$ cat src/rtl/core/cds420_pkg.sv
package cds420_pkg;

	localparam int BYTE_W = 8;
	localparam int CFG_DW = 12;
	localparam int CFG_IW = 1;
	localparam int ROW_W = 11;
	localparam int MAX_HEIGHT = 2048;
	localparam int WIDTH_RESET = 640;
	localparam int HEIGHT_RESET = 480;

	localparam logic [CFG_IW-1:0] CFG_FRAME_WIDTH = 1'b0;
	localparam logic [CFG_IW-1:0] CFG_FRAME_HEIGHT = 1'b1;

	localparam logic [1:0] KIND_LUMA = 2'd0;
	localparam logic [1:0] KIND_U = 2'd1;
	localparam logic [1:0] KIND_V = 2'd2;

	localparam int FIFO_DEPTH = 4;
	localparam int FIFO_AW = $clog2(FIFO_DEPTH);
	localparam int FIFO_LW = $clog2(FIFO_DEPTH + 1);
	localparam logic [FIFO_LW-1:0] FIFO_FULL_LEVEL = FIFO_LW'(FIFO_DEPTH);

	typedef struct packed {
		logic [BYTE_W-1:0] luma_in;
		logic [BYTE_W-1:0] chroma_u_in;
		logic [BYTE_W-1:0] chroma_v_in;
	} in_item_t;

	typedef struct packed {
		logic [1:0] sample_kind;
		logic [BYTE_W-1:0] sample_value;
		logic run_last;
		logic frame_done;
	} out_item_t;

	typedef struct packed {
		logic [BYTE_W-1:0] luma;
		logic has_chroma;
		logic frame_end;
		logic [BYTE_W-1:0] u_avg;
		logic [BYTE_W-1:0] v_avg;
	} job_t;

endpackage

$ cat src/rtl/core/cds420_fifo.sv
module cds420_fifo (
	input  logic clk,
	input  logic arst_n,
	input  logic push,
	input  cds420_pkg::job_t push_data,
	input  logic pop,
	output cds420_pkg::job_t head,
	output logic head_valid,
	output logic [cds420_pkg::FIFO_LW-1:0] level
);

	cds420_pkg::job_t entries_q [cds420_pkg::FIFO_DEPTH];
	logic [cds420_pkg::FIFO_AW-1:0] wr_ptr_q;
	logic [cds420_pkg::FIFO_AW-1:0] rd_ptr_q;
	logic [cds420_pkg::FIFO_LW-1:0] level_q;

	always_ff @(posedge clk) begin
		if (push) begin
			entries_q[wr_ptr_q] <= push_data;
		end
	end

	always_ff @(posedge clk or negedge arst_n) begin
		if (!arst_n) begin
			wr_ptr_q <= '0;
			rd_ptr_q <= '0;
			level_q <= '0;
		end else begin
			if (push) begin
				wr_ptr_q <= wr_ptr_q + 1'b1;
			end
			if (pop) begin
				rd_ptr_q <= rd_ptr_q + 1'b1;
			end
			if (push && !pop) begin
				level_q <= level_q + 1'b1;
			end else if (pop && !push) begin
				level_q <= level_q - 1'b1;
			end
		end
	end

	assign head = entries_q[rd_ptr_q];
	assign head_valid = level_q != '0;
	assign level = level_q;

endmodule

$ cat config.mk
export PLATFORM = sky130hd
export DESIGN_NAME = cds420_fifo
export DESIGN_NICKNAME = d
export VERILOG_FILES = /design/src/rtl/core/cds420_pkg.sv /design/src/rtl/core/cds420_fifo.sv
export SDC_FILE = /design/constraint.sdc
export NUM_CORES = 1
export LEC_CHECK = 0
export ABC_AREA = 1
export BUFFER_PORTS_ARGS = -buffer_cell sky130_fd_sc_hd__buf_2
export CAP_MARGIN = 10
export CORE_ASPECT_RATIO = 0.5
export CORE_MARGIN = 4
export CORE_UTILIZATION = 52
export DETAILED_ROUTE_END_ITERATION = 12
export PLACE_DENSITY = 0.76
export SYNTH_ARGS = -nofsm -noshare
export SYNTH_HDL_FRONTEND = slang
export SYNTH_SLANG_ARGS = --single-unit
$ cat constraint.sdc
create_clock -name clk -period 1.5 [get_ports clk]
set_input_delay 0.3 -clock clk [delete_from_list [all_inputs] [get_ports clk]]
set_output_delay 0.3 -clock clk [all_outputs]
set_load 0.005 [all_outputs]
== Word-level counts from Yosys, hierarchy flattened ==
Memory sizes are Yosys's and may differ from the RTL's.
Cells that the tools add are included.

* Bits in registers: 7
* Bits in latches: 0
* RAM bits: 104
* Memory bits (read-only): 0
* Input bits: 30
* Memories kept: 1

* $add $sub $neg: 4
* $mul: 0
* Divide/modulo/power cells: 0
* $lt $le $gt $ge: 0
* Equal/unequal tests: 0
* Shift operators: 0
* Muxes and demuxes: 4
* Bitwise logic cells: 0
* Reductions and logical operators: 6

{| class="wikitable"
|+ Memories
! name !! depth !! width !! read ports !! clocked after Yosys merged registers in !! write ports !! line !! source
|-
| entries_q || 4 || 26 || 1 || 0 || 1 || cds420_fifo.sv:12 || <nowiki>cds420_pkg::job_t entries_q [cds420_pkg::FIFO_DEPTH];</nowiki>
|}

{| class="wikitable"
|+ Operator list
! operator !! count
|-
| 3-bit 2-to-1 mux || 2
|-
| 2-bit by 1-bit adder with 2-bit output (second input constant) || 2
|-
| 3-bit by 1-bit adder with 3-bit output (second input constant) || 1
|-
| 3-bit nonzero test || 1
|-
| 3-bit by 1-bit subtractor with 3-bit output (second input constant) || 1
|-
| 1-bit logical AND || 2
|-
| 1-bit logical NOT || 2
|-
| 1-bit 2-to-1 mux || 2
|-
| 2-bit nonzero test || 1
|}

== Depth between registers and ports, before layout ==
Gate-level depths: netlist of the first run.

* Depth in word-level cells: 4
* Depth in mapped cells: 9
* Mapped depth without buffers: 9

== Worst setup path before layout of the first run ==
Ideal clock, no wire load.

* Path kind: register -> register
* From: reg wr_ptr_q[0] (netlist bit)
* To: mem entries_q[2][0] (netlist bit) (enable)
* Setup time: 381 ps
* Arrival time: 1190 ps
* Required time: 1119 ps
* Path slack: -70 ps
* Cell stages (with the launch flop): 5
* Path buffers: 0
* Cells stage by stage: dfrtp_1 > inv_1 > ha_1 > nand2_1 > inv_1

{| class="wikitable"
|+ RTL lines
! item !! line !! source
|-
| from (decl) || cds420_fifo.sv:13 || <nowiki>logic [cds420_pkg::FIFO_AW-1:0] wr_ptr_q;</nowiki>
|-
| from (signal assigned) || cds420_fifo.sv:30 || <nowiki>wr_ptr_q <= wr_ptr_q + 1'b1;</nowiki>
|-
| to (decl) || cds420_fifo.sv:12 ||
|}

No word-level cell before the write port.

==> impl_results.md, run 1 <==
- Maximum count of clock buffers along a single path: 2
- Detailed-routing iteration count for the pre-antenna-repair pass: 4
- Highest-delay cell along the critical path: sky130_fd_sc_hd__dfrtp_4
- Startpoint type of the worst setup path: register
- Ratio of cells with drive above 1 in the final layout: 26.7%
- Leading cell type by number of instances after synthesis: sky130_fd_sc_hd__edfxtp_1
- Post-Route WL: 7.84 mm
- Maximum fanout encountered on the critical timing path: 52
- Number of buffers created by CTS: 9
- Final design instance area without fill: 5490 sq um
- Number of enable flip-flop cells after synthesis: 104
- Final setup fails: 26
- Net switching power: 3.46 mW
- Initial DRC Count: 148
- Pwr/cell area: 1900 nW/um^2
- Proportion of netlist area held by the largest area contributor: 67.1%
- IO Port Bufs: 59
- Count of boundary I/O pins: 60
- Number of hold-slack violations in the final timing report: 0
- Unrepaired setup endpoints after global routing: yes
- Worst setup slack after layout: -0.311 ns
- Sum Neg Setup Slack: -6.71 ns
- Category of the worst setup path capture point: output port
- Slew at the pin closest to its max-slew limit: 0.254 ns
- Achievable frequency: 552 MHz
- Synthesized net count: 387
- Post-detailed-placement cell area: 5170 sq um
- Seq pwr share: 41.4%
- Share of synthesized area occupied by flip-flops and latches: 70.9%
- Arrival time reported for the critical path endpoint: 1.51 ns
- Max-Slew Margin vs Limit: 83.1%
- Postcts setup bufs: 0
- Routability-driven placement congestion ratio: 0.687
- Most frequent cells after synthesis: sky130_fd_sc_hd__edfxtp_1, sky130_fd_sc_hd__nand2_1, sky130_fd_sc_hd__inv_1
- Routed WL per cell: 14.5 microns
- Maximum number of pins on one net before global-route repair: 55
- Vert. Die Dim: 74.9 microns
- Yosys cell types: 19
- Top_reg_cell synth: sky130_fd_sc_hd__edfxtp_1
- Initial core utilization: 53.4%
- Post-detail-place hpwl: 4.98 mm
- Maximum VDD drop: 0.928 mV
- Combined area of all synthesized cells: 4650 sq um
- Post-synthesis register bit count: 111
- Cells after Synth: 351
- TritonCTS clock tree: yes
- Vias: 2656
- CP required: 1.20 ns
- Die outline width: 142 microns
- DP Cell Count: 523
- Layout Cells excl Fill: 540
- H-tree depth: 3
- TritonCTS Sinks: 111
- Leading post-synthesis cells by cell area: sky130_fd_sc_hd__edfxtp_1, sky130_fd_sc_hd__nand2_1, sky130_fd_sc_hd__o211ai_1
- Delay of the slowest cell on the worst path: 0.50 ns
- Core outline area: 8710 sq um
- Residual DRC: 0
- Number of global-route vias before repair: 2457
- Layout overhead on the synthesized area: 17.9%
- Leading area contributor after synthesis: sky130_fd_sc_hd__edfxtp_1
- Antenna violations before repair: 0
- Outcome: finished with violations
- Average size of a mapped cell: 13.3 sq um
- Overall Power: 10.4 mW
- Crit Path Category: reg -> out
- Portion of total power attributed to combinational logic: 35.8%
- Floorplan row count: 24
- Internal power of the cells: 6.95 mW
- Minimum clock period: 1.81 ns
- Share of the clock period used by the worst path after layout: 121%
- Total inserted antenna cells: 0
- Detail Route Antenna Nets: 0
- Clock Power Share: 22.8%
- Minimum setup slack among reg-to-reg paths: 0.15 ns
- First-pass GRT wire length: 12.2 mm
- Root Buffer: sky130_fd_sc_hd__clkbuf_16
- Leakage power summed over all cells: 2.27 nW
- Pins over their slew limit: 0
- Proportion of total power due to net switching: 33.2%
- Final Net Count: 454
- Clock latency at the later pin of the worst-skew pair: 0.34 ns
- Synth warnings: 0
- Worst hold slack: 0.165 ns
- Clock transition at the registers of the reported paths: 0.07 ns
- Overall fraction of global-route tracks in use: 15.6%
- Number of max-cap violations: 0
- Clock skew after layout: 0.00521 ns
- Class of the worst hold path: in -> reg
- Violated checks: negative setup slack
- Vias per inst: 4.92
- Worst-path cell chain: buf_12, o211ai_1, nand2_1, buf_2
- Count of fill cells added during filler insertion: 651
- Post-synth ARST share: 6.31%
- Die Footprint: 10600 sq um
- Residual overflow from global routing: 0
sequential cells by signal, indices dropped and copies added, names as in the netlist:
register	count
rd_ptr_q	2
wr_ptr_q	2
level	3
entries_q	104
placed cells by master (no fill, tap or decap), types with 2 or more instances in the layout:
| master | synthesis | final |
|---|---|---|
| sky130_fd_sc_hd__clkinv_4 | 0 | 2 |
| sky130_fd_sc_hd__o211ai_2 | 19 | 19 |
| sky130_fd_sc_hd__inv_1 | 63 | 60 |
| sky130_fd_sc_hd__nand2_1 | 92 | 92 |
| sky130_fd_sc_hd__buf_4 | 0 | 6 |
| sky130_fd_sc_hd__ha_1 | 5 | 5 |
| sky130_fd_sc_hd__xor2_1 | 3 | 3 |
| sky130_fd_sc_hd__buf_2 | 9 | 59 |
| sky130_fd_sc_hd__edfxtp_1 | 104 | 104 |
| sky130_fd_sc_hd__clkbuf_16 | 0 | 9 |
| sky130_fd_sc_hd__buf_12 | 0 | 8 |
| sky130_fd_sc_hd__clkinvlp_4 | 0 | 4 |
| sky130_fd_sc_hd__dfrtp_1 | 7 | 6 |
| sky130_fd_sc_hd__o211ai_1 | 33 | 33 |
power by group through the flow:
stage / clock network [mW] / logic, mW / registers, mW
floorplan: 0 / 2.45 / 4.31
global placement: 0 / 3.70 / 4.36
detailed placement: 0 / 3.76 / 4.38
CTS: 2.42 / 3.80 / 4.31
global route: 2.60 / 4.16 / 4.36
finish: 2.37 / 3.72 / 4.31
routing by layer:
layer	vias to the layer above	GRT usage, %	share of wire, %	wire (microns)
li1	1335	-	-	-
met1	1258	18.7	43	3390
met2	49	26.8	50	3900
met3	14	6.03	5.4	422
met4	0	5.21	1.7	130
met5	-	0	0	0
timing repair:
action / 4_1_cts / 5_1_grt
hold buffers: 1 / 0
pin swaps: 9 / 2
resized for setup: 0 / 0
hold endpoints to repair: 7 / 0
setup endpoints to repair: 26 / 26
kinds of logic (layout without fill, tap and decap cells):
kind of cell	Yosys count	in the layout	synth area share, %
compound gates	53	53	10.5
xor+xnor	4	4	0.753
fa+ha+maj	6	6	1.78
buf+inv	82	154	8.28
flops	111	111	70.9
simple gates	95	95	7.75
final cells by class:
cell class              count  area (sq um)  share of cell area (%)
inverters                  64           254                    4.63
flip-flops and latches    111          3300                    60.2
repair buffers             74           510                    9.30
multi-input cells         158           968                    17.7
clock inverters             7          80.1                    1.46
well taps                 117           146                    2.67
clock buffers               9           225                    4.10
critical path, delay by kind of cell (launching register included):
kind,cells,cell delay (ns)
buf+inv,2,0.32
flops,1,0.50
compound gates,1,0.22
simple gates,1,0.10
final timing paths:
path	startpoint	endpoint	depth (start not counted)
min reg2reg	level[2]	level[2]	2
max reg2reg	wr_ptr_q[0]	entries_q[2][13]	5
min in group asynchronous	arst_n	level[2]	2
max	rd_ptr_q[0]	head[9]	4
min	push_data[7]	entries_q[3][7]	1
max in group asynchronous	arst_n	rd_ptr_q[0]	2
stage by stage:
stage | worst slack, ns | util [%]
floorplan | 0.0137 | -
global placement | 0.0632 | 59.4
detailed placement | -0.0148 | 59.4
CTS | -0.332 | 63.0
global route | -0.394 | 63.0
finish | -0.311 | 63.0
(Power assumes the default switching activity.)
==> run 2, diff against run 1 <==
--- a/config.mk
+++ b/config.mk
@@ -10,9 +10,10 @@
 export CAP_MARGIN = 10
 export CORE_ASPECT_RATIO = 0.5
 export CORE_MARGIN = 4
-export CORE_UTILIZATION = 52
+export CORE_UTILIZATION = 57
 export DETAILED_ROUTE_END_ITERATION = 12
-export PLACE_DENSITY = 0.76
+export PLACE_DENSITY = 0.79
+export REMOVE_ABC_BUFFERS = 1
 export SYNTH_ARGS = -nofsm -noshare
 export SYNTH_HDL_FRONTEND = slang
 export SYNTH_SLANG_ARGS = --single-unit
==> constraint.sdc (replaced) <==
create_clock -name clk -period 1.9 [get_ports clk]
set_input_delay 0.38 -clock clk [delete_from_list [all_inputs] [get_ports clk]]
set_output_delay 0.38 -clock clk [all_outputs]
set_load 0.005 [all_outputs]
==> impl_results.md, run 2 (synthesis gave the netlist of run 1 again) <==
- Outcome: finished with violations
- Violated checks: negative setup slack
- Layout Cells excl Fill: 532 (-1.5%)
- Share of the clock period used by the worst path after layout: 102%
- First-pass GRT wire length: 13.0 mm (+6.7%)
- Most frequent cells in the layout: sky130_fd_sc_hd__edfxtp_1, sky130_fd_sc_hd__nand2_1, sky130_fd_sc_hd__inv_1
- Maximum fanout encountered on the critical timing path: 9 (-83%)
- Total inserted antenna cells: 0 (unchanged)
- Count of boundary I/O pins: 60 (unchanged)
- Root Buffer: sky130_fd_sc_hd__clkbuf_16
- Die outline width: 136 microns (-4.2%)
- Unrepaired setup endpoints after global routing: yes
- Final setup fails: 9 (-65%)
- Family with the most delay on the worst path: flip-flops
- Utilization after layout: 72.4% (+9.4 points)
- Initial core utilization: 61.0% (+7.6 points)
- Antenna violations before repair: 0 (unchanged)
- Category of the worst setup path capture point: output port
- Pwr/cell area: 1540 nW/um^2 (-19%)
- Register name with the most flops: entries_q
- Routability-driven placement congestion ratio: 0.714 (+3.9%)
- Layout overhead on the synthesized area: 18.6%
- Flip-flop count of the largest register, all copies and words added: 104 (unchanged)
- Highest-delay cell along the critical path: sky130_fd_sc_hd__dfrtp_4
- TritonCTS clock tree: yes
- TritonCTS Sinks: 111 (unchanged)
- Floorplan row count: 22 (-8.3%)
- Clock Power Share: 24.7% (+1.9 points)
- Final Net Count: 455 (+0.22%)
- Final design instance area without fill: 5520 sq um (+0.59%)
- Clock latency at the later pin of the worst-skew pair: 0.35 ns (about the same)
- Achievable frequency: 514 MHz
- Residual DRC: 0 (unchanged)
- Slew at the pin closest to its max-slew limit: 0.398 ns (+0.144 ns)
- Proportion of total power due to net switching: 32.2% (-1.0 points)
- Pins over their slew limit: 0 (unchanged)
- Number of max-cap violations: 0 (unchanged)
- Number of global-route vias before repair: 2793 (+14%)
- Detail Route Antenna Nets: 0 (unchanged)
- Post-detailed-placement cell area: 5090 sq um (-1.5%)
- Minimum clock period: 1.95 ns
- Class of the worst hold path: in -> reg
- Vert. Die Dim: 71.9 microns (-4.0%)
- IO Port Bufs: 59 (unchanged)
- Vias per inst: 5.07 (+3.1%)
- Maximum count of clock buffers along a single path: 2 (unchanged)
- Initial DRC Count: 132 (-11%)
- Delay of the slowest cell on the worst path: 0.53 ns (+0.03 ns)
- Crit path buffers/inverters: 3 (+1)
- Count of fill cells added during filler insertion: 483 (-26%)
- Leakage power summed over all cells: 2.31 nW (+2.0%)
- Portion of total power attributed to combinational logic: 35.0% (-0.8 points)
- Net switching power: 2.74 mW (-21%)
- Worst-path cell chain: buf_8, buf_12, o211ai_1, nand2_1, buf_2
- H-tree depth: 3 (unchanged)
- Maximum VDD drop: 0.763 mV (-18%)
- Internal power of the cells: 5.78 mW (-17%)
- Post-detail-place hpwl: 4.96 mm (-0.49%)
- Vias: 2697 (+1.5%)
- Seq pwr share: 40.4% (-1.0 points)
- DP Cell Count: 510 (-2.5%)
- Number of hold-slack violations in the final timing report: 0 (unchanged)
- Ratio of cells with drive above 1 in the final layout: 26.7% (-0.063 points)
- Number of buffers created by CTS: 9 (unchanged)
- Post-Route WL: 8.25 mm (+5.2%)
- Die Footprint: 9760 sq um (-8.1%)
- CP required: 1.52 ns (+0.32 ns)
- Routed WL per cell: 15.5 microns (+6.8%)
- Clock skew after layout: 0.00976 ns (+0.00454 ns)
- Core outline area: 7620 sq um (-12%)
- Arrival time reported for the critical path endpoint: 1.57 ns (+0.06 ns)
- Commonest non-fill, non-tap cell in the layout: sky130_fd_sc_hd__edfxtp_1
- Residual overflow from global routing: 0 (unchanged)
- Overall fraction of global-route tracks in use: 18.1% (+2.4 points)
- Max-Slew Margin vs Limit: 73.5% (-9.6 points)
- Worst setup timing slack at the placement stage: 0.245 ns (+0.260 ns)
- Worst setup slack after layout: -0.0468 ns (+0.264 ns)
- Clock transition at the registers of the reported paths: 0.07 ns (about the same)
- Crit Path Category: reg -> out
- Detailed-routing iteration count for the pre-antenna-repair pass: 4 (unchanged)
- Startpoint type of the worst setup path: register
- Maximum number of pins on one net before global-route repair: 28 (-49%)
==> run 2: cell count changes in the layout (fill, tap and decap cells not counted), moves of 2 or more <==
cell	previous run	this run
sky130_fd_sc_hd__buf_6	0	4
sky130_fd_sc_hd__bufinv_16	1	3
sky130_fd_sc_hd__inv_1	60	63
sky130_fd_sc_hd__clkinv_4	2	0
sky130_fd_sc_hd__clkinvlp_4	4	2
sky130_fd_sc_hd__buf_4	6	4
sky130_fd_sc_hd__buf_12	8	5
==> run 2: through the flow <==
stage | power [mW] | hold slack (ns) | setup TNS (ns)
global placement | 6.21 | 0.224 | 0
global route | 9.04 | 0.222 | -1.27
CTS | 8.50 | 0.231 | -0.220
floorplan | 5.06 | 0.0844 | -26.77
finish | 8.53 | 0.236 | -0.229
detailed placement | 6.32 | 0.232 | 0
==> run 2: path summary, 6_finish.rpt <==
kind	start	to	slack, ns	depth (start not counted)
max in group asynchronous	arst_n	rd_ptr_q[0]	1.32	2
min reg2reg	level[2]	level[2]	0.53	2
max reg2reg	wr_ptr_q[0]	entries_q[3][0]	0.53	4
min in group asynchronous	arst_n	level[1]	0.39	2
min	push_data[25]	entries_q[2][25]	0.24	1
max	rd_ptr_q[0]	head[7]	-0.05	5
==> run 2: layout make-up <==
cell class,count,area (sq um),area share (%)
flip-flops and latches,111,3300,59.9
repair buffers,75,520,9.43
clock inverters,7,119,2.15
well taps,108,135,2.45
clock buffers,9,225,4.08
multi-input cells,158,971,17.6
inverters,64,245,4.44
==> run 2: layer usage <==
metal  vias up  routed length (microns)  global-route usage [%]
met5         -                        0                       0
met4         0                       91                    5.47
met3        11                      471                    7.15
met2        52                     4340                    31.7
met1      1296                     3350                    20.7
li1       1338                        -                       -
==> run 2: what timing repair did <==
item,in CTS,in global routing
hold buffers,1,0
resized for setup,4,5
buffers inserted,6,0
hold endpoints to repair,7,0
pin swaps,12,6
endpoints found under the setup margin,26,26
cloned,0,1
==> run 2: power groups by stage <==
stage	registers, mW	logic, mW	clock network [mW]
final	3.44	2.98	2.10
after global routing	3.48	3.29	2.27
after CTS	3.43	2.94	2.13
after detailed placement	3.56	2.75	0
after global placement	3.53	2.68	0
after floorplan	3.71	1.35	0
