<file path="config.mk">
export PLATFORM = sky130hd
export DESIGN_NAME = cds420_back
export DESIGN_NICKNAME = d
export VERILOG_FILES = /design/src/rtl/core/cds420_pkg.sv /design/src/rtl/core/cds420_back.sv
export SDC_FILE = /design/constraint.sdc
export NUM_CORES = 1
export LEC_CHECK = 0
export BUFFER_PORTS_ARGS = -buffer_cell sky130_fd_sc_hd__buf_2
export CAP_MARGIN = 15
export CORE_MARGIN = 2
export CORE_UTILIZATION = 47
export CTS_BUF_LIST = sky130_fd_sc_hd__clkbuf_2
export DETAILED_ROUTE_END_ITERATION = 10
export GPL_ROUTABILITY_DRIVEN = 0
export PLACE_DENSITY = 0.78
export SYNTH_ARGS = -nofsm -noshare
export SYNTH_HDL_FRONTEND = slang
export SYNTH_SLANG_ARGS = --single-unit
</file>
<file path="constraint.sdc">
create_clock -name clk -period 2.01 [get_ports clk]
set_input_delay 0.3015 -clock clk [delete_from_list [all_inputs] [get_ports clk]]
set_output_delay 0.3015 -clock clk [all_outputs]
set_load 0.01 [all_outputs]
</file>
<file path="src/rtl/core/cds420_pkg.sv">
package cds420_pkg;

	localparam int BYTE_W = 8;
	localparam int CFG_DW = 12;
	localparam int CFG_IW = 1;
	localparam int ROW_W = 11;
	localparam int MAX_HEIGHT = 2048;
	localparam int WIDTH_RESET = 640;
	localparam int HEIGHT_RESET = 480;

	localparam logic [CFG_IW-1:0] CFG_FRAME_WIDTH = 1'b0;
	localparam logic [CFG_IW-1:0] CFG_FRAME_HEIGHT = 1'b1;

	localparam logic [1:0] KIND_LUMA = 2'd0;
	localparam logic [1:0] KIND_U = 2'd1;
	localparam logic [1:0] KIND_V = 2'd2;

	localparam int FIFO_DEPTH = 4;
	localparam int FIFO_AW = $clog2(FIFO_DEPTH);
	localparam int FIFO_LW = $clog2(FIFO_DEPTH + 1);
	localparam logic [FIFO_LW-1:0] FIFO_FULL_LEVEL = FIFO_LW'(FIFO_DEPTH);

	typedef struct packed {
		logic [BYTE_W-1:0] luma_in;
		logic [BYTE_W-1:0] chroma_u_in;
		logic [BYTE_W-1:0] chroma_v_in;
	} in_item_t;

	typedef struct packed {
		logic [1:0] sample_kind;
		logic [BYTE_W-1:0] sample_value;
		logic run_last;
		logic frame_done;
	} out_item_t;

	typedef struct packed {
		logic [BYTE_W-1:0] luma;
		logic has_chroma;
		logic frame_end;
		logic [BYTE_W-1:0] u_avg;
		logic [BYTE_W-1:0] v_avg;
	} job_t;

endpackage

</file>
<file path="src/rtl/core/cds420_back.sv">
module cds420_back (
	input  logic clk,
	input  logic arst_n,
	input  cds420_pkg::job_t head,
	input  logic head_valid,
	output logic pop,
	output logic out_valid,
	input  logic out_stall,
	output cds420_pkg::out_item_t out_data
);

	typedef enum logic [1:0] {
		PH_LUMA,
		PH_U,
		PH_V
	} phase_t;

	phase_t phase_q;
	logic out_valid_q;
	cds420_pkg::out_item_t out_data_q;
	logic out_free;

	assign out_free = !out_valid_q || !out_stall;
	assign pop = out_free && head_valid &&
		((phase_q == PH_LUMA && !head.has_chroma) || phase_q == PH_V);

	always_ff @(posedge clk or negedge arst_n) begin
		if (!arst_n) begin
			phase_q <= PH_LUMA;
			out_valid_q <= 1'b0;
			out_data_q <= '0;
		end else if (out_free) begin
			out_valid_q <= head_valid;
			if (head_valid) begin
				unique case (phase_q)
					PH_LUMA: begin
						out_data_q.sample_kind <= cds420_pkg::KIND_LUMA;
						out_data_q.sample_value <= head.luma;
						out_data_q.run_last <= !head.has_chroma;
						out_data_q.frame_done <= !head.has_chroma && head.frame_end;
						phase_q <= head.has_chroma ? PH_U : PH_LUMA;
					end
					PH_U: begin
						out_data_q.sample_kind <= cds420_pkg::KIND_U;
						out_data_q.sample_value <= head.u_avg;
						out_data_q.run_last <= 1'b0;
						out_data_q.frame_done <= 1'b0;
						phase_q <= PH_V;
					end
					PH_V: begin
						out_data_q.sample_kind <= cds420_pkg::KIND_V;
						out_data_q.sample_value <= head.v_avg;
						out_data_q.run_last <= 1'b1;
						out_data_q.frame_done <= head.frame_end;
						phase_q <= PH_LUMA;
					end
					default: begin
						phase_q <= PH_LUMA;
					end
				endcase
			end
		end
	end

	assign out_valid = out_valid_q;
	assign out_data = out_data_q;

endmodule

</file>
# --- Yosys cells after proc, flatten, opt, wreduce, memory -nomap -nowiden ---
# Index checks and enable logic that the tools add are counted.
word_totals:
  reg_bits: 15
  latchBits: 0
  mem_bits_rw: 0
  mem_bits_ro: 0
  in_bits: 30
  out_inout_bits: 14
  n_memories: 0
op_classes:
  n_addsub: 0
  multipliers: 0
  div_mod_pow: 0
  n_lt_le_gt_ge: 0
  n_eq_ne: 2
  n_shift: 0
  muxes: 3
  bitwise_logic: 0
  n_reduce_logical: 13
op_table:
  columns: ["operator", "count"]
  rows:
  - ["$pmux 12 s3", 1]
  - ["$logic_and 1x1->1", 4]
  - ["$pmux 2 s2", 1]
  - ["$logic_not 1->1", 3]
  - ["$reduce_and 3->1", 1]
  - ["$reduce_bool 3->1", 1]
  - ["$eq 2x1->1 const B", 1]
  - ["$eq 2x2->1 const B", 1]
  - ["$logic_not 2->1", 1]
  - ["$logic_or 1x1->1", 2]
  - ["$reduce_and 2->1", 1]
  - ["$mux 1", 1]

# --- Depth between registers and ports, before layout ---
# Gate-level depths: netlist (run 1).
depth:
  word_depth: 4
  mapped_depth: 7
  depth_no_buf: 5

# --- Least setup slack after synthesis (run 1) ---
# Ideal clock, no wire load.
synth_path:
  path_kind: "register -> register"
  from: "register phase_q[0]"
  to: "register out_data_q (netlist bit out_data[1])"
  arrival_ns: 1.455
  required_time_ns: 1.885
  slack_ns: 0.429
  path_stages_with_launch: 8
  period_less_slack_ns: 1.581
  cell_sequence: "dfrtp_1 > inv_1 > ha_1 > buf_2 > buf_2 > nand2_1 > o21ai_0 > mux2_4"
synth_via:
  elab_chain_len: 3
  word_cells_on_any_way: 6
  classes_between: "eq/ne (2); mux (1); reduce/logical (3)"
synth_rtl:
  columns: ["element", "line_no", "rtl"]
  rows:
  - ["from (decl)", "cds420_back.sv:18", "phase_t phase_q;"]
  - ["from (signal assigned)", "cds420_back.sv:41", "phase_q <= head.has_chroma ? PH_U : PH_LUMA;"]
  - ["$eq 2x2->1, or another cell as far along", "cds420_back.sv:35", "unique case (phase_q)"]
  - ["$reduce_bool 3->1 (no source line)", null, null]
  - ["$reduce_and 3->1 (no source line)", null, null]
  - ["to (decl)", "cds420_back.sv:20", "cds420_pkg::out_item_t out_data_q;"]
# Parallel ways exist; a longest one is shown, timed or not.
# A chain may end at the register's enable or synchronous reset.

# --- Worst setup path in the final report (run 1) ---
layout_path:
  from: "register phase_q[0]"
  to: "output port pop"
layout_via:
  elab_chain_len: 4
  word_cells_on_any_way: 5
  classes_between: "eq/ne (1); reduce/logical (4)"
layout_rtl:
  columns: ["element", "line_no", "rtl"]
  rows:
  - ["$logic_not 2->1", "cds420_back.sv:25", "((phase_q == PH_LUMA && !head.has_chroma) || phase_q == PH_V);"]
  - ["$logic_and 1x1->1", "cds420_back.sv:25", null]
  - ["$logic_or 1x1->1 *", "cds420_back.sv:25", null]
  - ["$logic_and 1x1->1 *", "cds420_back.sv:24", "assign pop = out_free && head_valid &&"]
  - ["to (decl)", "cds420_back.sv:6", "output logic pop,"]
# Every way passes the cells marked *; elsewhere a longest branch is shown, timed or not.

==> summary.txt, run 1 <==
Clocking
  • CTS Buf Count: 3
  • CTS tree: yes
  • Clock slew at reported path FFs: about 0.14 ns
  • CTS root buffer: clkbuf_2
  • CTS HTree Levels: 1
  • Worst-case clock buffer depth: 2
  • Post-CTS sizing: 0
  • Worst-skew pair later-pin latency: just under 0.3 ns
  • Setup Fix Bufs, Post-CTS: 0
  • Clock sinks: 15

Floorplan
  • Die width: roughly 48 um
  • Row count: 15
  • IO Count: 44
  • Core Area: 1750 um^2
  • Starting density of the core: 0.510
  • DIE AREA: 2260 um^2
  • Die Height: 47.5 um

Timing
  • Unrepaired setup endpoints after global routing: no
  • Fin crit share: 0.923
  • Layout Skew: 0.00307 ns
  • Tmin final: 1.86 ns
  • Max Transition Viols Final: 0
  • Hold Fails Final Rpt: 0
  • Finish-stage setup viols: 0
  • Slew margin rel.: 0.687
  • Worst Tran Pin Value: 0.470 ns
  • Fmax: 0.539 GHz
  • Post-Route Setup TNS: 0 ns
  • Post-layout worst setup margin: between 0.15 and 0.2 ns

Worst setup path
  • Crit path arrival time: 1.55 ns
  • R2R setup slack: 0.28 ns
  • Critical Path RT: between 1.5 and 2 ns
  • Slowest cell on the critical path: dfrtp_1
  • Critical path's top delay family: flip-flops
  • Critical path launch point type: flip-flop
  • Crit-path max FO: 10
  • Crit path buf inv count: 2
  • R2R Path End: out_data[1]
  • Slowest Stage Delay on Critical Path: between 0.4 and 0.5 ns
  • Crit Reg-Reg Startpoint: phase_q[0]
  • Crit path cell chain: inv_1, ha_1, a21oi_1, nor2_1, buf_2
  • Worst Reg2Reg Path Length in Cells: 4
  • Setup crit end kind: output port
  • Critical path class: reg2out

Synthesis
  • Synth top area cells: dfrtp_1 42%, mux2_4 15%, ha_1 8.4%
  • Synth top area share: 0.421
  • Synth area leader: dfrtp_1
  • Register bit total from synthesis: 15
  • Mapped Nets: 113
  • Yosys warnings: 0
  • Syn Inst Count: 77
  • Post-synthesis sequential area ratio: 0.421
  • Mean post-synth cell area: 11.6 um^2
  • Cell Area, Synth: 891 um^2
  • Unique masters post-synth: 18

Global route
  • M2 GR Usage: 0.289
  • Initial antenna violation count: 0
  • Met3 Resource Use GR: 0.0264
  • Pin count of the biggest net entering global routing: 19
  • Vias in the first global route: 648
  • Gr usage total: 0.173
  • GRT busiest layer: met2
  • Remaining Overflow, GRT: 0
  • Global-route wire length before repair: roughly 2.7 mm
  • Grt met1 use: 0.220

Cells and area
  • Area grow syn2layout: 26.7%
  • Fill cells: 165
  • Ant. Diodes: 0
  • Share of layout cells above drive strength 1: 0.517
  • Final net count: 157
  • Post-route cell area: 1130 um^2

Hold path
  • Cells on Worst Hold Path: 2
  • HP Class: in2reg
  • Hold Crit Start: head_valid
  • WHS Endpoint: out_valid

Drt
  • Via Count: around 700
  • Wire per inst: approximately 13 um
  • TritonRoute pass-1 iters: 4
  • DRC: 0
  • Final wirelength: 1.84 mm
  • Via density: 4.90
  • Initial drt markers: 8
  • Final ANT Viol Nets: 0

Pwr
  • Maximum VDD drop: 830 uV
  • Tot Pwr: 1.36 mW
  • PD cells: 1210 nW/um^2
  • Leakage dissipation: 0.590 nW

Place
  • IO buf count: 43
  • Area after DPL: 1100 um^2
  • Post-DP HPWL: 1.39 mm
  • Dpl ws: 0.286 ns

Job
  • Max Cap Viol: 0

Outcome
  • Status: finished clean
==> cell families after synthesis <==
group	after synthesis	synth area share
muxes	12	0.190
DFF	15	0.421
and+or+nand+nor	13	0.0730
AOI/OAI and AO/OA	23	0.176
buffers and inverters	8	0.0562
adders and majority gates	6	0.0843
==> worst max path at each step <==
stage                       end  cells past startpoint  slack, ns        from
CTS                         pop                      5       0.13  phase_q[0]
floorplan           out_data[1]                      7       0.43  phase_q[0]
detailed placement  out_data[1]                      4       0.29  phase_q[0]
global placement    out_data[1]                      4       0.35  phase_q[0]
finish                      pop                      5       0.15  phase_q[0]
global route                pop                      5     0.0008  phase_q[0]
==> cells in the final DEF, fill, tap and decap left out, types with 2 or more instances in the layout <==
cell type	netlist	final
buf_2	3	43
dfrtp_1	15	15
a21oi_1	9	9
nor2_1	9	9
mux2_4	9	9
a22oi_1	8	8
ha_1	6	6
clkbuf_2	0	4
inv_1	3	3
mux2_2	3	3
nand2_1	3	3
o21ai_0	2	2
==> state kept, by name (all words and copies together) (netlist names) <==
register / count
phase_q: 2
out_data: 12
out_valid: 1
==> power by group <==
group | switching, mW | leakage (nW) | total (mW) | internal [mW]
combinational | 0.341 | 0.390 | 0.714 | 0.373
sequential | 0.0734 | 0.183 | 0.501 | 0.427
clock | 0.0976 | 0.0166 | 0.150 | 0.0527
total | 0.512 | 0.590 | 1.36 | 0.853
==> stage by stage <==
stage          cells  hold WS, ns   util
6_report         145        0.200  0.647
5_1_grt          145        0.197  0.647
4_1_cts          145        0.195  0.647
3_5_place_dp     140        0.228  0.629
3_3_place_gp     140        0.224  0.629
2_1_floorplan     77      0.00591      -
==> Yosys cell counts, drive strengths merged <==
master,count
o21ai,2
a21o,1
nand2,3
buf,4
clkbuf,1
ha,6
o21a,1
mux2,12
inv,3
a21oi,9
a21bo,1
dfrtp,15
nor2,10
a22oi,8
a31o,1
==> what timing repair did <==
item	CTS	global route
endpoints found under the hold margin	15	0
setup endpoints to repair	0	0
hold buffers	1	0
==> layer usage <==
metal / wire length [um] / vias up
li1: - / 357
met1: 862 / 309
met2: 771 / 40
met3: 173 / 5
met4: 29 / 0
met5: 0 / -
==> layout make-up <==
type | count | area (um^2) | area share
inverters | 3 | 11.3 | 0.00998
well taps | 25 | 31.3 | 0.0277
repair buffers | 44 | 225 | 0.200
clock buffers | 4 | 20.0 | 0.0177
flip-flops and latches | 15 | 375 | 0.333
multi-input cells | 54 | 465 | 0.412
==> worst register-to-register path, cell delays in order, from the launching register on <==
cell and delay [ns]:
dfrtp_1 0.45, inv_1 0.10, ha_1 0.59, o21ai_0 0.22
mux2_4 0.29
No activity file was read; power rests on OpenSTA's default activity.
==> run 2, diff against run 1 <==
--- a/config.mk
+++ b/config.mk
@@ -13,6 +13,7 @@
 export DETAILED_ROUTE_END_ITERATION = 10
 export GPL_ROUTABILITY_DRIVEN = 0
 export PLACE_DENSITY = 0.78
+export REMOVE_ABC_BUFFERS = 1
 export SYNTH_ARGS = -nofsm -noshare
 export SYNTH_HDL_FRONTEND = slang
 export SYNTH_SLANG_ARGS = --single-unit
==> run 2 against run 1 <==
Compared with the run above: total power increased by 1.9%; utilization is 0.14 points higher; cell area increased by 0.22%; hold slack better by 0.0044 ns; setup slack gained 0.059 ns; largest power group unchanged.
==> summary.txt, run 2 (synthesized netlist as in run 1, its figures left out) <==
Pwr
  • Leakage dissipation: 0.588 nW (-0.26%)
  • Int Power: 0.855 mW (+0.29%)
  • Maximum VDD drop: 691 uV (-17%)
  • Psw: 0.536 mW (+4.6%)
  • Clock network power share: 0.112 (+0.002)
  • Switching Share: 0.385 (+0.0100)
  • Sequential share of power: 0.362 (-0.005)
  • Share of power burned in combinational logic: 0.526 (+0.003)
  • PD cells: 1230 nW/um^2 (+1.7%)

Floorplan
  • Core Area: 1750 um^2 (unchanged)
  • IO Count: 44 (unchanged)
  • Die width: 47.5 um (unchanged)
  • Die Height: 47.5 um (unchanged)
  • Row count: 15 (unchanged)
  • Starting density of the core: 0.510 (unchanged)
  • DIE AREA: 2260 um^2 (unchanged)

Timing
  • Final hold slack: 0.205 ns (+0.00437 ns)
  • Post-Route Setup TNS: 0 ns (unchanged)
  • Tmin final: 1.80 ns (-0.0590 ns)
  • Layout Skew: 0.00415 ns (+0.00108 ns)
  • Fin crit share: 0.894 (-0.0294)
  • Unrepaired setup endpoints after global routing: no
  • Post-layout worst setup margin: 0.213 ns (+0.0590 ns)
  • Hold Fails Final Rpt: 0 (unchanged)
  • Worst Tran Pin Value: 0.514 ns (+0.0436 ns)
  • Finish-stage setup viols: 0 (unchanged)
  • Max Transition Viols Final: 0 (unchanged)
  • Fmax: 0.556 GHz (+3.3%)
  • Slew margin rel.: 0.658 (-0.0291)

Worst setup path
  • Crit-path max FO: 18 (+8)
  • Worst Reg2Reg Path Length in Cells: 4 (unchanged)
  • Crit Reg-Reg Startpoint: phase_q[0]
  • Crit path buf inv count: 1 (-1)
  • Critical Path RT: 2.21 ns (+0.50 ns)
  • Critical path class: reg2reg
  • Critical path launch point type: flip-flop
  • Critical path's top delay family: adder cells
  • Crit path cell chain: inv_1, ha_1, o21ai_0, mux2_4
  • Slowest Stage Delay on Critical Path: 0.62 ns (+0.16 ns)
  • R2R Path End: out_data[1]
  • Crit path arrival time: 2.00 ns (+0.45 ns)
  • Slowest cell on the critical path: ha_1
  • Setup crit end kind: flip-flop
  • R2R setup slack: 0.21 ns (-0.07 ns)
  • Critical path depth: 4 (-1)

Cells and area
  • Most frequent cells in the layout: 43 x buf_2, 15 x dfrtp_1, 9 x a21oi_1, 9 x nor2_1, 9 x mux2_4
  • Reg area: 375 um^2 (unchanged)
  • Most common cell after layout, fill and taps aside: buf_2
  • Ant. Diodes: 0 (unchanged)
  • Area grow syn2layout: 27.0%
  • Multi-input logic area: 468 um^2 (+0.54%)
  • Share of layout cells above drive strength 1: 0.525 (+0.00833)
  • Final net count: 157 (unchanged)
  • Max FFs per register: 12 (unchanged)
  • Fill cells: 156 (-5.5%)
  • Post-route insts no fill: 145 (unchanged)

Clocking
  • CTS tree: yes
  • CTS root buffer: clkbuf_2
  • Clock slew at reported path FFs: 0.16 ns (+0.02 ns)
  • Clock sinks: 15 (unchanged)
  • Setup Fix Bufs, Post-CTS: 0 (unchanged)
  • Worst-skew pair later-pin latency: 0.29 ns (about the same)
  • CTS HTree Levels: 1 (unchanged)
  • Worst-case clock buffer depth: 2 (unchanged)
  • CTS Buf Count: 3 (unchanged)

Drt
  • Wire per inst: 13.6 um (+7.4%)
  • Via Count: 737 (+3.7%)
  • Final ANT Viol Nets: 0 (unchanged)
  • TritonRoute pass-1 iters: 4 (unchanged)
  • Initial drt markers: 9 (+1)
  • DRC: 0 (unchanged)
  • Final wirelength: 1.97 mm (+7.4%)
  • Via density: 5.08 (+3.7%)

Job
  • Max Cap Viol: 0 (unchanged)

Outcome
  • Status: finished clean

Global route
  • Vias in the first global route: 717 (+11%)
  • Gr usage total: 0.199 (+0.0253)
  • Pin count of the biggest net entering global routing: 19 (unchanged)
  • Remaining Overflow, GRT: 0 (unchanged)
  • Initial antenna violation count: 0 (unchanged)
  • Global-route wire length before repair: 3.04 mm (+12%)

Place
  • Total placed cells including tap cells: 140 (unchanged)
  • Dpl ws: 0.224 ns (-0.0627 ns)
  • IO buf count: 43 (unchanged)
  • Post-DP HPWL: 1.43 mm (+3.2%)

Hold path
  • HP Class: in2reg
  • Hold Crit Start: head_valid
  • WHS Endpoint: out_valid
  • Cells on Worst Hold Path: 2 (unchanged)
==> run 2: cell types whose count changed in the layout (fill, tap and decap cells not counted) <==
cell,previous run,this run
ha_1,6,5
ha_2,0,1
==> run 2: power by group through the flow <==
stage | logic [mW] | registers [mW] | clock network [mW]
floorplan | 0.435 | 0.560 | 0
global placement | 0.699 | 0.504 | 0
detailed placement | 0.729 | 0.510 | 0
CTS | 0.733 | 0.505 | 0.163
global route | 0.797 | 0.518 | 0.175
finish | 0.731 | 0.503 | 0.156
==> run 2: worst register-to-register path, stage by stage (launching register included) <==
cell and delay (ns):
dfrtp_1 0.46, inv_1 0.11, ha_1 0.62, o21ai_0 0.23, mux2_4 0.29
==> run 2: layer usage <==
metal,track usage,routed length [um]
met2,0.332,989
met5,0,0
met4,0.124,48
met3,0.0491,96
met1,0.226,837
==> run 2: worst max-delay path by stage <==
stage,start,to,slack [ns]
2_1_floorplan,phase_q[0],out_data[1],0.46
3_3_place_gp,phase_q[0],out_data[1],0.34
3_5_place_dp,phase_q[0],out_data[1],0.22
4_1_cts,phase_q[0],pop,0.10
5_1_grt,phase_q[0],pop,0.1
6_report,phase_q[0],out_data[1],0.21
==> run 2: final cells by class <==
cell class	instances	area share
timing repair buffer	44	0.199
tap	25	0.0277
sequential	15	0.332
inverter	3	0.00996
clock buffer	4	0.0177
multi-input combinational	54	0.414
==> run 2: repair_timing <==
| action | 4_1_cts | 5_1_grt |
|---|---|---|
| gates resized for setup | 0 | 1 |
| hold buffers | 1 | 0 |
| hold endpoints to repair | 15 | 0 |
| endpoints found under the setup margin | 0 | 1 |
==> run 2: through the flow <==
| stage | instance area (um^2) | util | total power [mW] |
|---|---|---|---|
| 4_1_cts | 1130 | 0.647 | 1.40 |
| 6_report | 1130 | 0.648 | 1.39 |
| 3_3_place_gp | 1100 | 0.629 | 1.20 |
| 2_1_floorplan | 852 | - | 0.995 |
| 3_5_place_dp | 1100 | 0.629 | 1.24 |
| 5_1_grt | 1130 | 0.648 | 1.49 |
